[config.mk]
export PLATFORM = sky130hd
export DESIGN_NAME = gbce_cursor
export DESIGN_NICKNAME = d
export VERILOG_FILES = /design/src/hdl/gap_buffer_cursor_engine_assert.svh /design/src/hdl/gbce_pkg.sv /design/src/hdl/gbce_cursor.sv
export SDC_FILE = /design/constraint.sdc
export NUM_CORES = 1
export LEC_CHECK = 0
export ABC_AREA = 1
export BUFFER_PORTS_ARGS = -buffer_cell sky130_fd_sc_hd__buf_2
export CAP_MARGIN = 20
export CORE_AREA = 2 2 77 79
export CTS_BUF_LIST = sky130_fd_sc_hd__clkbuf_8 sky130_fd_sc_hd__clkbuf_16
export CTS_CLUSTER_DIAMETER = 150
export DETAILED_ROUTE_END_ITERATION = 10
export DIE_AREA = 0 0 79 81
export PLACE_DENSITY = 0.77
export SKIP_LAST_GASP = 1
export SYNTH_ARGS = -nofsm -noshare
export SYNTH_HDL_FRONTEND = slang
export SYNTH_SLANG_ARGS = --single-unit
[constraint.sdc]
create_clock -name clk -period 3.6 [get_ports clk]
set_clock_uncertainty 0.2 [all_clocks]
set_input_delay 0.36 -clock clk [delete_from_list [all_inputs] [get_ports clk]]
set_output_delay 0.36 -clock clk [all_outputs]
set_load 0.02 [all_outputs]
[src/hdl/gap_buffer_cursor_engine_assert.svh]
// Assertion macros used by the gap buffer cursor engine control module.
`ifndef GAP_BUFFER_CURSOR_ENGINE_ASSERT_SVH
`define GAP_BUFFER_CURSOR_ENGINE_ASSERT_SVH

// The property must hold in the same cycle as the trigger.
`define GBCE_ASSERT_NOW(label, trig, prop) \
    label: assert property (@(posedge clk) disable iff (!rst_n) (trig) |-> (prop)) \
        else $error("gap buffer assertion failed");

// The property must hold in the cycle after the trigger.
`define GBCE_ASSERT_NEXT(label, trig, prop) \
    label: assert property (@(posedge clk) disable iff (!rst_n) (trig) |=> (prop)) \
        else $error("gap buffer assertion failed");

`endif

[src/hdl/gbce_pkg.sv]
// Types, constants and helper functions of the gap buffer cursor engine.
package gbce_pkg;

    localparam int LINE_W = 13;
    localparam int COL_W  = 8;
    localparam int SYM_W  = 8;
    localparam int STEP_W = 13;

    localparam logic [SYM_W-1:0] LINE_FEED   = 8'h0A;
    localparam logic [COL_W-1:0] RESET_WIDTH = 8'd80;

    typedef enum logic [1:0] {
        OP_INSERT,
        OP_DELETE,
        OP_LEFT,
        OP_RIGHT
    } op_t;

    typedef enum logic [2:0] {
        S_IDLE,
        S_OP,
        S_MOVE_L_WR,
        S_MOVE_R_WR,
        S_BACK,
        S_SCAN_RD,
        S_SCAN_CHK,
        S_OUT
    } state_t;

    // Cursor update requests from the sequencer.
    typedef struct packed {
        logic             fwd;
        logic             fwd_lf;
        logic             back;
        logic             scan_done;
        logic [COL_W-1:0] scan_col;
    } cur_cmd_t;

    // Counts up modulo the line width; a width of zero acts as 256.
    function automatic logic [COL_W-1:0] wrap_inc(input logic [COL_W-1:0] v,
                                                  input logic [COL_W-1:0] w);
        logic [COL_W-1:0] last;
        last = w - COL_W'(1);
        return (v == last) ? '0 : v + COL_W'(1);
    endfunction

endpackage

[src/hdl/gbce_cursor.sv]
// Cursor line and column tracking with the line width register.
module gbce_cursor (
    input  logic                        clk,
    input  logic                        rst_n,
    input  logic                        wr_en,
    input  logic [gbce_pkg::COL_W-1:0]  wr_data,
    input  gbce_pkg::cur_cmd_t          cmd,
    output logic [gbce_pkg::LINE_W-1:0] line,
    output logic [gbce_pkg::COL_W-1:0]  col,
    output logic [gbce_pkg::COL_W-1:0]  width,
    output logic                        need_scan
);
    import gbce_pkg::*;

    logic [LINE_W-1:0] line_reg, line_next;
    logic [COL_W-1:0]  col_reg, col_next;
    logic [COL_W-1:0]  width_reg;

    always_ff @(posedge clk or negedge rst_n)
    begin
        if (!rst_n)
        begin
            line_reg  <= '0;
            col_reg   <= '0;
            width_reg <= RESET_WIDTH;
        end
        else
        begin
            line_reg <= line_next;
            col_reg  <= col_next;
            if (wr_en)
            begin
                width_reg <= wr_data;
            end
        end
    end

    always_comb
    begin
        line_next = line_reg;
        col_next  = col_reg;
        if (cmd.fwd)
        begin
            // A line feed or the last column wraps onto the next line.
            if (cmd.fwd_lf || (col_reg == width_reg - COL_W'(1)))
            begin
                col_next  = '0;
                line_next = line_reg + LINE_W'(1);
            end
            else
            begin
                col_next = col_reg + COL_W'(1);
            end
        end
        else if (cmd.scan_done)
        begin
            col_next  = cmd.scan_col;
            line_next = line_reg - LINE_W'(1);
        end
        else if (cmd.back && (col_reg != '0))
        begin
            col_next = col_reg - COL_W'(1);
        end
    end

    assign line      = line_reg;
    assign col       = col_reg;
    assign width     = width_reg;
    assign need_scan = (col_reg == '0) && (line_reg != '0);
endmodule

==> results.json, run 1 <==
{
  "die_area_um2": 6400,
  "timing.fmax_ghz": 0.429,
  "drv_slew": 0,
  "antenna_left": 0,
  "drt-vias-per-instance": 4.95,
  "path_cells": "inv_2 > ha_1 > inv_1 > nand2_1 > nand2_1 > nand2_1 > nand2_1 > inv_2 > nand3_1 > nor2_2 > nand2_4 > nand2_4 > nand2_2 > nand2_1 > nand2_1",
  "ys.flop_type": "dfrtp_1",
  "p_leak_nw": 1.56,
  "cp_top_family": "simple AND/OR/NAND/NOR gates",
  "grt_pass1_wl_um": 9620,
  "fin_total_pwr_mw": 1.97,
  "drt-wirelength-per-cell_um": 12.6,
  "drt-total-wl_um": 6040,
  "syn_area_um2": 2430,
  "drc": 0,
  "fin_tns_setup_ps": 0,
  "reg2reg_to": "line[6]$_DFFE_PN0P_",
  "placed_area_um2": 2720,
  "die_width_um": 79,
  "num_rows": 28,
  "holdWs_ps": 81.5,
  "dp_hpwl_um": 4510,
  "ir_drop_mv": 0.285,
  "fp.coreArea_um2": 5680,
  "crit_slowest_cell": "dfrtp_1",
  "hp-start": "wr_data[3]",
  "cp_common_cell": "nand2_1",
  "synth-seq-cells": 29,
  "ys_seq_area_share_pct": 30.0,
  "finalNonFillerCells": 480,
  "nNetsFinal": 443,
  "synth-async-reset-ratio_pct": 100,
  "crit_fanout": 14,
  "drt_iter0_drc": 202,
  "crit_cells": 15,
  "initial_core_util_pct": 42.8,
  "finalCritPeriodShare_pct": 64.7,
  "hold_depth": 3,
  "root_buffer": "clkbuf_8",
  "synth_edf_count": 0,
  "clock_sinks": 29,
  "clkTransAtPathRegs_ps": 70,
  "io_pins": 53,
  "clockBufferDepth": 2,
  "antenna_cells": 0,
  "worstReg2RegStart": "width[0]$_DFFE_PN0P_",
  "drive_above_1_share_pct": 18.3,
  "cp-end-kind": "flip-flop",
  "arrival_ps": 2300,
  "syn2layout_area_growth_pct": 17.1,
  "worstSkewPairLatency_ps": 280,
  "postSynthCellCount": 354,
  "critical_path_class": "reg2reg",
  "grt-ovfl-total": 0,
  "synth.avg_cell_area_um2": 6.87,
  "maxCapViolations": 0,
  "cp.required_ps": 3570,
  "regToRegSetupSlack_ps": 1270,
  "postCtsSetupBuffers": 0,
  "nFillCells": 594,
  "io_buffers": 52,
  "p_per_area_nw_per_um2": 691,
  "placed_cells": 471,
  "cts_tree": "done",
  "hold_viol": 0,
  "grt_util_all_layers_pct": 18.9,
  "yosys_warnings": 0,
  "crit_end": "line[6]$_DFFE_PN0P_",
  "min_path_type": "in2reg",
  "status": "completed",
  "cts_buffers": 5,
  "period_minus_slack_ps": 2330,
  "rr_worst_depth": 15,
  "synth_nets": 393,
  "cp-startpoint": "width[0]$_DFFE_PN0P_",
  "drt_pre_antenna_iters": 4,
  "place.gp.congestion": 0.914,
  "grt_max_degree": 30,
  "die_h_um": 81,
  "synth_cell_types": 32,
  "tightest_slew_ps": 700,
  "cp_num_buf_inv": 3,
  "largest_register_ff_count": 13,
  "antenna_found_initial": 0,
  "cpPeakStageDelay_ps": 430,
  "post-route-cell-area_um2": 2850,
  "htreeDepth": 2,
  "setup_viol": 0,
  "grt_pass1_vias": 2084,
  "rsz0062_at_grt": "false",
  "slew_headroom_pct": 53.3,
  "critPathLaunchType": "flip-flop",
  "via_count": 2377
}
==> worst min-delay path: stages <==
cell and delay (ps):
buf_2 70, nand2_1 40, o21ai_0 60
==> power breakdown <==
group | internal [mW] | switching, mW
Clock | 0.223 | 0.129
Combinational | 0.407 | 0.644
Sequential | 0.425 | 0.140
Total | 1.05 | 0.913
==> stage by stage <==
step,util [%],setup WS [ps]
2_1_floorplan,-,1540
3_5_place_dp,47.9,1140
6_report,50.2,1270
3_3_place_gp,47.9,1230
4_1_cts,50.2,1260
5_1_grt,50.2,1020
==> cells in the final DEF (no fill, tap or decap), types with 2 or more instances in the layout <==
cell type and count:
nor4_1 2, nand3_1 41, clkinv_1 2, a211oi_1 3
xnor2_1 8, nor3_1 3, inv_1 30, nor2_1 37
nand2_1 104, nand4_1 3, inv_2 5, a21oi_1 19
o21a_1 2, dfrtp_1 27, clkbuf_8 6, ha_1 15
nand2_4 2, dfstp_2 2, o21ai_0 12, xor2_1 17
nor2_2 3, buf_2 52
==> worst min-delay path by stage <==
| stage | to | slack (ps) |
|---|---|---|
| after floorplan | col[0]$_DFFE_PN0P_ | -140 |
| final | width[3]$_DFFE_PN0P_ | 80 |
| after global placement | line[8]$_DFFE_PN0P_ | 230 |
| after global routing | width[6]$_DFFE_PN1P_ | 100 |
| after detailed placement | line[8]$_DFFE_PN0P_ | 230 |
| after CTS | width[3]$_DFFE_PN0P_ | 80 |
==> Yosys cell counts (4+ instances only) <==
cell type	instances	share of area, %
xor2_1	17	6.1
xnor2_1	8	2.9
nand2_1	104	16
dfrtp_1	27	28
a21oi_1	19	3.9
inv_1	29	4.5
nor2_1	37	5.7
buf_4	4	1.2
ha_1	15	7.7
o21ai_0	12	2.5
inv_2	5	0.77
nand3_1	41	8.4
==> area by class of cell <==
| type | instances | area, um2 | share of cell area, % |
|---|---|---|---|
| Inverter | 36 | 135 | 4.75 |
| Clock inverter | 2 | 33.8 | 1.19 |
| Clock buffer | 6 | 82.6 | 2.90 |
| Timing Repair Buffer | 53 | 270 | 9.49 |
| Sequential cell | 29 | 728 | 25.6 |
| Tap cell | 75 | 93.8 | 3.30 |
| Multi-Input combinational cell | 279 | 1500 | 52.8 |
==> logic make-up after synthesis <==
group,synth area share (%)
AOI/OAI and AO/OA,9.47
xor gates and xnor gates,9.01
adders and majority gates,8.54
buffers and inverters,8.18
DFF,30.0
muxes,0.463
and+or+nand+nor,34.4
==> repair_timing <==
| action | 4_1_cts | 5_1_grt |
|---|---|---|
| endpoints found under the setup margin | 0 | 0 |
| hold buffers | 1 | 0 |
| endpoints found under the hold margin | 27 | 0 |
| resized for setup | 0 | 0 |
==> routing by layer <==
metal  GRT usage (%)  vias to the layer above  wire (um)
li1                -                     1240          -
met4            5.69                        0         93
met3            3.56                        9        375
met1            27.1                     1061       2890
met2            29.0                       67       2690
met5               0                        -          0
Note: power is estimated with default switching activity, not from simulation.
==> run 2, diff against run 1 <==
--- a/config.mk
+++ b/config.mk
@@ -5,15 +5,15 @@
 export SDC_FILE = /design/constraint.sdc
 export NUM_CORES = 1
 export LEC_CHECK = 0
-export ABC_AREA = 1
+export ABC_AREA = 0
 export BUFFER_PORTS_ARGS = -buffer_cell sky130_fd_sc_hd__buf_2
 export CAP_MARGIN = 20
-export CORE_AREA = 2 2 77 79
+export CORE_AREA = 2 2 75 77
 export CTS_BUF_LIST = sky130_fd_sc_hd__clkbuf_8 sky130_fd_sc_hd__clkbuf_16
 export CTS_CLUSTER_DIAMETER = 150
 export DETAILED_ROUTE_END_ITERATION = 10
-export DIE_AREA = 0 0 79 81
-export PLACE_DENSITY = 0.77
+export DIE_AREA = 0 0 77 79
+export PLACE_DENSITY = 0.78
 export SKIP_LAST_GASP = 1
 export SYNTH_ARGS = -nofsm -noshare
 export SYNTH_HDL_FRONTEND = slang
==> constraint.sdc (replaced) <==
create_clock -name clk -period 2.2 [get_ports clk]
set_clock_uncertainty 0.2 [all_clocks]
set_input_delay 0.22 -clock clk [delete_from_list [all_inputs] [get_ports clk]]
set_output_delay 0.22 -clock clk [all_outputs]
set_load 0.02 [all_outputs]
==> results.json, run 2 <==
{
  "drt-total-wl_um": 7270,
  "synth-async-reset-ratio_pct": 100,
  "antenna_found_initial": 0,
  "hp-start": "cmd[0]",
  "reg2reg_to": "line[6]$_DFFE_PN0P_",
  "antenna_cells": 0,
  "synth_cell_types": 57,
  "timing.fmax_ghz": 0.373,
  "drt_iter0_drc": 114,
  "grt_pass1_vias": 2503,
  "finalCritPeriodShare_pct": 122,
  "fin_tns_setup_ps": -8630,
  "ys_seq_area_share_pct": 31.3,
  "die_area_um2": 6080,
  "syn_area_um2": 2330,
  "crit_fanout": 6,
  "yosys-top-cells-count": "27 x dfrtp_1, 27 x nand2_1, 16 x nor2_1",
  "cp.required_ps": 2180,
  "clockBufferDepth": 2,
  "grt_pass1_wl_um": 11300,
  "critical_path_class": "reg2reg",
  "drc": 0,
  "critPathLaunchType": "flip-flop",
  "grt_max_degree": 30,
  "largest_register_ff_count": 13,
  "postSynthCellCount": 260,
  "drv_slew": 0,
  "hold_path_end": "col[0]$_DFFE_PN0P_",
  "period_minus_slack_ps": 2680,
  "drt-wirelength-per-cell_um": 15.8,
  "fp.coreArea_um2": 5340,
  "utilization_pct": 66.0,
  "final_cell_mix": "63 x buf_4, 51 x buf_2, 27 x nand2_1, 24 x dfrtp_1, 16 x nor2_1",
  "ys.flop_type": "dfrtp_1",
  "arrival_ps": 2660,
  "gr-usage-met1_pct": 27.1,
  "htreeDepth": 2,
  "synth_area_leaders": "dfrtp_1 29%, ha_1 8.1%, mux2_1 5.3%, xnor2_1 4.9%, nand2_1 4.4%",
  "met2_usage_pct": 42.5,
  "clkTransAtPathRegs_ps": 80,
  "status": "finished with violations",
  "power_frac_clock_pct": 11.4,
  "root_buffer": "clkbuf_8",
  "post-route-cell-area_um2": 3520,
  "crit_slowest_cell": "or3_1",
  "worstReg2RegStart": "width[0]$_DFFE_PN0P_",
  "p_sw_mw": 1.77,
  "worstSkewPairLatency_ps": 290,
  "met3_usage_pct": 4.09,
  "drive_above_1_share_pct": 45.0,
  "place.gp.congestion": 0.911,
  "yosys_warnings": 0,
  "syn2layout_area_growth_pct": 51.2,
  "fin_total_pwr_mw": 4.11,
  "p_per_area_nw_per_um2": 1170,
  "antenna_left": 0,
  "synth-seq-cells": 29,
  "sequentialPowerShare_pct": 21.6,
  "num_rows": 27,
  "setup_viol": 22,
  "rr_worst_depth": 6,
  "nNetsFinal": 425,
  "cp-end-kind": "flip-flop",
  "via_count": 2499,
  "initial_core_util_pct": 43.6,
  "mostFrequentLayoutCell": "buf_4",
  "synth_edf_count": 0,
  "path_cells": "or3_1 > nor4_1 > nor4b_2 > o31a_4 > nor2_4 > mux2_4",
  "die_h_um": 79,
  "io_buffers": 52,
  "grt-ovfl-total": 0,
  "regToRegSetupSlack_ps": -480,
  "drt_pre_antenna_iters": 4,
  "drt-vias-per-instance": 5.44,
  "synth_nets": 299,
  "io_pins": 53,
  "setup_ws_ps": -478,
  "synth_top_area_share_pct": 29.0,
  "maxCapViolations": 0,
  "yosysTopAreaCell": "dfrtp_1",
  "dp_hpwl_um": 4880,
  "placed_area_um2": 3110,
  "ir_drop_mv": 0.934,
  "grt_util_all_layers_pct": 23.3,
  "hold_viol": 0,
  "p_leak_nw": 1.63,
  "rsz0062_at_grt": "true",
  "p_comb_share_pct": 67.0,
  "hold_depth": 3,
  "internal_power_mw": 2.34,
  "p_sw_share_pct": 43.0,
  "violations": "setup timing",
  "slew_headroom_pct": 52.7,
  "tightest_slew_ps": 710,
  "cts_buffers": 5,
  "cts_tree": "done",
  "grt.busiest_layer": "met2",
  "synth.avg_cell_area_um2": 8.96,
  "cpPeakStageDelay_ps": 450,
  "min_path_type": "in2reg",
  "die_width_um": 77,
  "clock_sinks": 29
}
-- run 2: cell count changes after synthesis, sizes merged, moves of 6 or more --
cell / change
clkbuf: +7
inv: -26
mux2: +16
nand2: -80
nand3: -36
nor2: -23
nor3: +10
o21ai: +6
xor2: -7
-- run 2: power groups by stage --
stage,sequential [mW],combinational (mW),clock (mW)
finish,0.889,2.75,0.469
global route,0.909,3.00,0.498
global placement,0.873,2.34,0
floorplan,1.09,1.26,0
CTS,0.877,2.52,0.470
detailed placement,0.882,2.40,0
-- run 2: routing by layer --
metal,share of wire [%],wire (um),up-vias
li1,-,-,1216
met1,42,3050,1204
met2,53,3840,63
met3,3.4,244,16
met4,1.9,141,0
met5,0,0,-
-- run 2: logic make-up (layout without fill, tap and decap cells) --
logic type      Yosys count  in the layout  synth area share [%]
compound gates           64             64                  18.3
xor+xnor                 23             23                  8.65
fa+ha+maj                17             17                  9.34
buf+inv                  20            146                  3.65
flops                    29             29                  31.3
mux                      18             18                  8.65
simple gates             89             90                  20.2
-- run 2: stage by stage --
step | instances | hold slack (ps) | setup slack (ps)
floorplan | 260 | -276 | -531
global placement | 431 | 91.3 | -416
detailed placement | 431 | 97.0 | -519
CTS | 453 | 13.3 | -447
global route | 459 | 14.2 | -565
finish | 459 | 13.2 | -478
-- run 2: worst max path at each step --
stage / from / endpoint / slack, ps / cells past startpoint
2_1_floorplan: width[3]$_DFFE_PN0P_ / line[9]$_DFFE_PN0P_ / -530 / 7
3_3_place_gp: width[3]$_DFFE_PN0P_ / line[9]$_DFFE_PN0P_ / -420 / 6
3_5_place_dp: cmd[11] / line[11]$_DFFE_PN0P_ / -520 / 9
4_1_cts: width[3]$_DFFE_PN0P_ / line[10]$_DFFE_PN0P_ / -450 / 6
5_1_grt: width[0]$_DFFE_PN0P_ / line[11]$_DFFE_PN0P_ / -560 / 8
6_report: width[0]$_DFFE_PN0P_ / line[6]$_DFFE_PN0P_ / -480 / 6
-- run 2: worst max-delay path: cells and delay by family (launching register included) --
kind            cells  cell delay, ps
compound gates      1             420
flops               1             440
mux                 1             330
simple gates        4            1180
-- run 2: timing repair --
action,4_1_cts,5_1_grt
setup buffers,4,6
gates resized for setup,8,25
setup endpoints to repair,22,22
hold endpoints to repair,35,0
pin swaps,5,6
gates cloned,1,0
hold buffers,9,0
-- run 2: final cells by class --
cell class	count	area [um2]
Sequential cell	29	732
Clock inverter	3	22.5
Fill cell	416	1820
Timing Repair Buffer	130	897
Clock buffer	5	68.8
Tap cell	72	90.1
Multi-Input combinational cell	212	1680
Inverter	8	33.8
==> run 3, diff against run 2 <==
--- a/config.mk
+++ b/config.mk
@@ -9,7 +9,7 @@
 export BUFFER_PORTS_ARGS = -buffer_cell sky130_fd_sc_hd__buf_2
 export CAP_MARGIN = 20
 export CORE_AREA = 2 2 75 77
-export CTS_BUF_LIST = sky130_fd_sc_hd__clkbuf_8 sky130_fd_sc_hd__clkbuf_16
+export CTS_BUF_LIST = sky130_fd_sc_hd__clkbuf_4
 export CTS_CLUSTER_DIAMETER = 150
 export DETAILED_ROUTE_END_ITERATION = 10
 export DIE_AREA = 0 0 77 79
==> results.json, run 3 (synthesis results as in run 2) <==
{
  "drc": 0,
  "cts_tree": "done",
  "sequentialPowerShare_pct": 22.6,
  "drv_slew": 0,
  "post-place-ws_ps": -519,
  "io_buffers": 52,
  "clock_sinks": 29,
  "timing.fmax_ghz": 0.374,
  "drt_pre_antenna_iters": 4,
  "via_count": 2491,
  "grt_util_all_layers_pct": 22.7,
  "grt-ovfl-total": 0,
  "p_comb_share_pct": 68.6,
  "place.gp.congestion": 0.911,
  "drt_iter0_drc": 107,
  "p_sw_share_pct": 43.4,
  "htreeDepth": 2,
  "grt_max_degree": 30,
  "min_path_type": "in2reg",
  "finalCritPeriodShare_pct": 121,
  "die_h_um": 79,
  "crit_fanout": 6,
  "initial_core_util_pct": 43.6,
  "drt-total-wl_um": 6980,
  "die_width_um": 77,
  "placed_area_um2": 3110,
  "clkTransAtPathRegs_ps": 110,
  "hold_viol": 0,
  "antenna_cells": 0,
  "num_rows": 27,
  "die_area_um2": 6080,
  "mostFrequentLayoutCell": "buf_4",
  "syn2layout_area_growth_pct": 50.4,
  "nNetsFinal": 427,
  "status": "finished with violations",
  "clockBufferDepth": 2,
  "worstSkewPairLatency_ps": 340,
  "cpPeakStageDelay_ps": 500,
  "crit_slowest_cell": "or4_1",
  "antenna_found_initial": 0,
  "drt-vias-per-instance": 5.40,
  "fin_total_pwr_mw": 3.93,
  "drt-wirelength-per-cell_um": 15.1,
  "p_per_area_nw_per_um2": 1120,
  "maxCapViolations": 0,
  "ir_drop_mv": 0.928,
  "cts_buffers": 5,
  "violations": "setup timing",
  "regToRegSetupSlack_ps": -470,
  "rsz0062_at_grt": "true",
  "setup_ws_ps": -472,
  "dp_hpwl_um": 4880,
  "antenna_left": 0,
  "cp-end-kind": "flip-flop",
  "cp_top_family": "simple AND/OR/NAND/NOR gates",
  "power_frac_clock_pct": 8.8,
  "tightest_slew_ps": 718,
  "fp.coreArea_um2": 5340,
  "period_minus_slack_ps": 2670,
  "slew_headroom_pct": 52.2,
  "setup_viol": 22,
  "critical_path_class": "reg2reg",
  "placed_cells": 431,
  "path_cells": "or2_1 > or4_1 > a211o_1 > o31a_4 > nor2_4 > mux2_1",
  "p_leak_nw": 1.62,
  "internal_power_mw": 2.22,
  "cp.required_ps": 2230,
  "largest_register_ff_count": 13,
  "critPathLaunchType": "flip-flop",
  "finalNonFillerCells": 461,
  "final_cell_mix": "65 x buf_4, 51 x buf_2, 27 x nand2_1, 24 x dfrtp_1, 16 x nor2_1",
  "io_pins": 53,
  "root_buffer": "clkbuf_4",
  "drive_above_1_share_pct": 44.7,
  "grt_pass1_vias": 2466,
  "post-route-cell-area_um2": 3500,
  "cp_num_buf_inv": 0,
  "grt_pass1_wl_um": 11100,
  "arrival_ps": 2700,
  "p_sw_mw": 1.71
}
[run 3: cell types whose count changed in the layout (fill, tap and decap cells not counted), moves of 2 or more]
| cell | change |
|---|---|
| mux2_1 | +2 |
| clkbuf_4 | +5 |
| clkbuf_8 | -5 |
| mux2_4 | -2 |
| buf_4 | +2 |
[run 3: stage by stage]
stage	utilization (%)	hold WS (ps)	TNS, ps
global route	65.7	22.3	-9880
detailed placement	58.3	97.0	-8070
global placement	58.3	91.3	-7100
finish	65.7	19.6	-8300
floorplan	-	-276	-7750
CTS	62.6	11.2	-8060
[run 3: power groups by stage]
| stage | clock network (mW) | registers, mW | logic, mW |
|---|---|---|---|
| floorplan | 0 | 1.09 | 1.26 |
| global placement | 0 | 0.873 | 2.34 |
| detailed placement | 0 | 0.882 | 2.40 |
| CTS | 0.356 | 0.875 | 2.48 |
| global route | 0.384 | 0.909 | 2.96 |
| finish | 0.345 | 0.888 | 2.70 |
[run 3: per-layer routing]
metal / routed length [um] / global-route usage (%)
met5: 0 / 0
met4: 109 / 8.21
met3: 294 / 3.30
met2: 3670 / 42.5
met1: 2900 / 26.4
[run 3: repair_timing]
action | 4_1_cts | 5_1_grt
buffers inserted | 4 | 7
hold endpoints to repair | 36 | 0
setup endpoints to repair | 22 | 22
pin swaps | 5 | 7
gates cloned | 1 | 0
hold buffers | 10 | 0
resized for setup | 6 | 25
[run 3: final cells by class]
class                      count  area, um2
tap                           72       90.1
inverter                       8       33.8
multi-input combinational    212       1680
fill                         425       1830
clock buffer                   5       37.5
timing repair buffer         132        911
clock inverter                 3       22.5
sequential                    29        732
[run 3: final timing paths]
path,startpoint,to,cells past startpoint
max in group asynchronous,rst_n,line[0]$_DFFE_PN0P_,2
max reg2reg,width[3]$_DFFE_PN0P_,line[4]$_DFFE_PN0P_,6
min,cmd[3],col[3]$_DFFE_PN0P_,5
min in group asynchronous,rst_n,width[0]$_DFFE_PN0P_,2
min reg2reg,line[9]$_DFFE_PN0P_,line[9]$_DFFE_PN0P_,1
max,width[3]$_DFFE_PN0P_,line[4]$_DFFE_PN0P_,6
[run 3: worst register-to-register path: stages (launching register included)]
cell	delay, ps
dfrtp_2	410
or2_1	220
or4_1	500
a211o_1	300
o31a_4	330
nor2_4	250
mux2_1	340
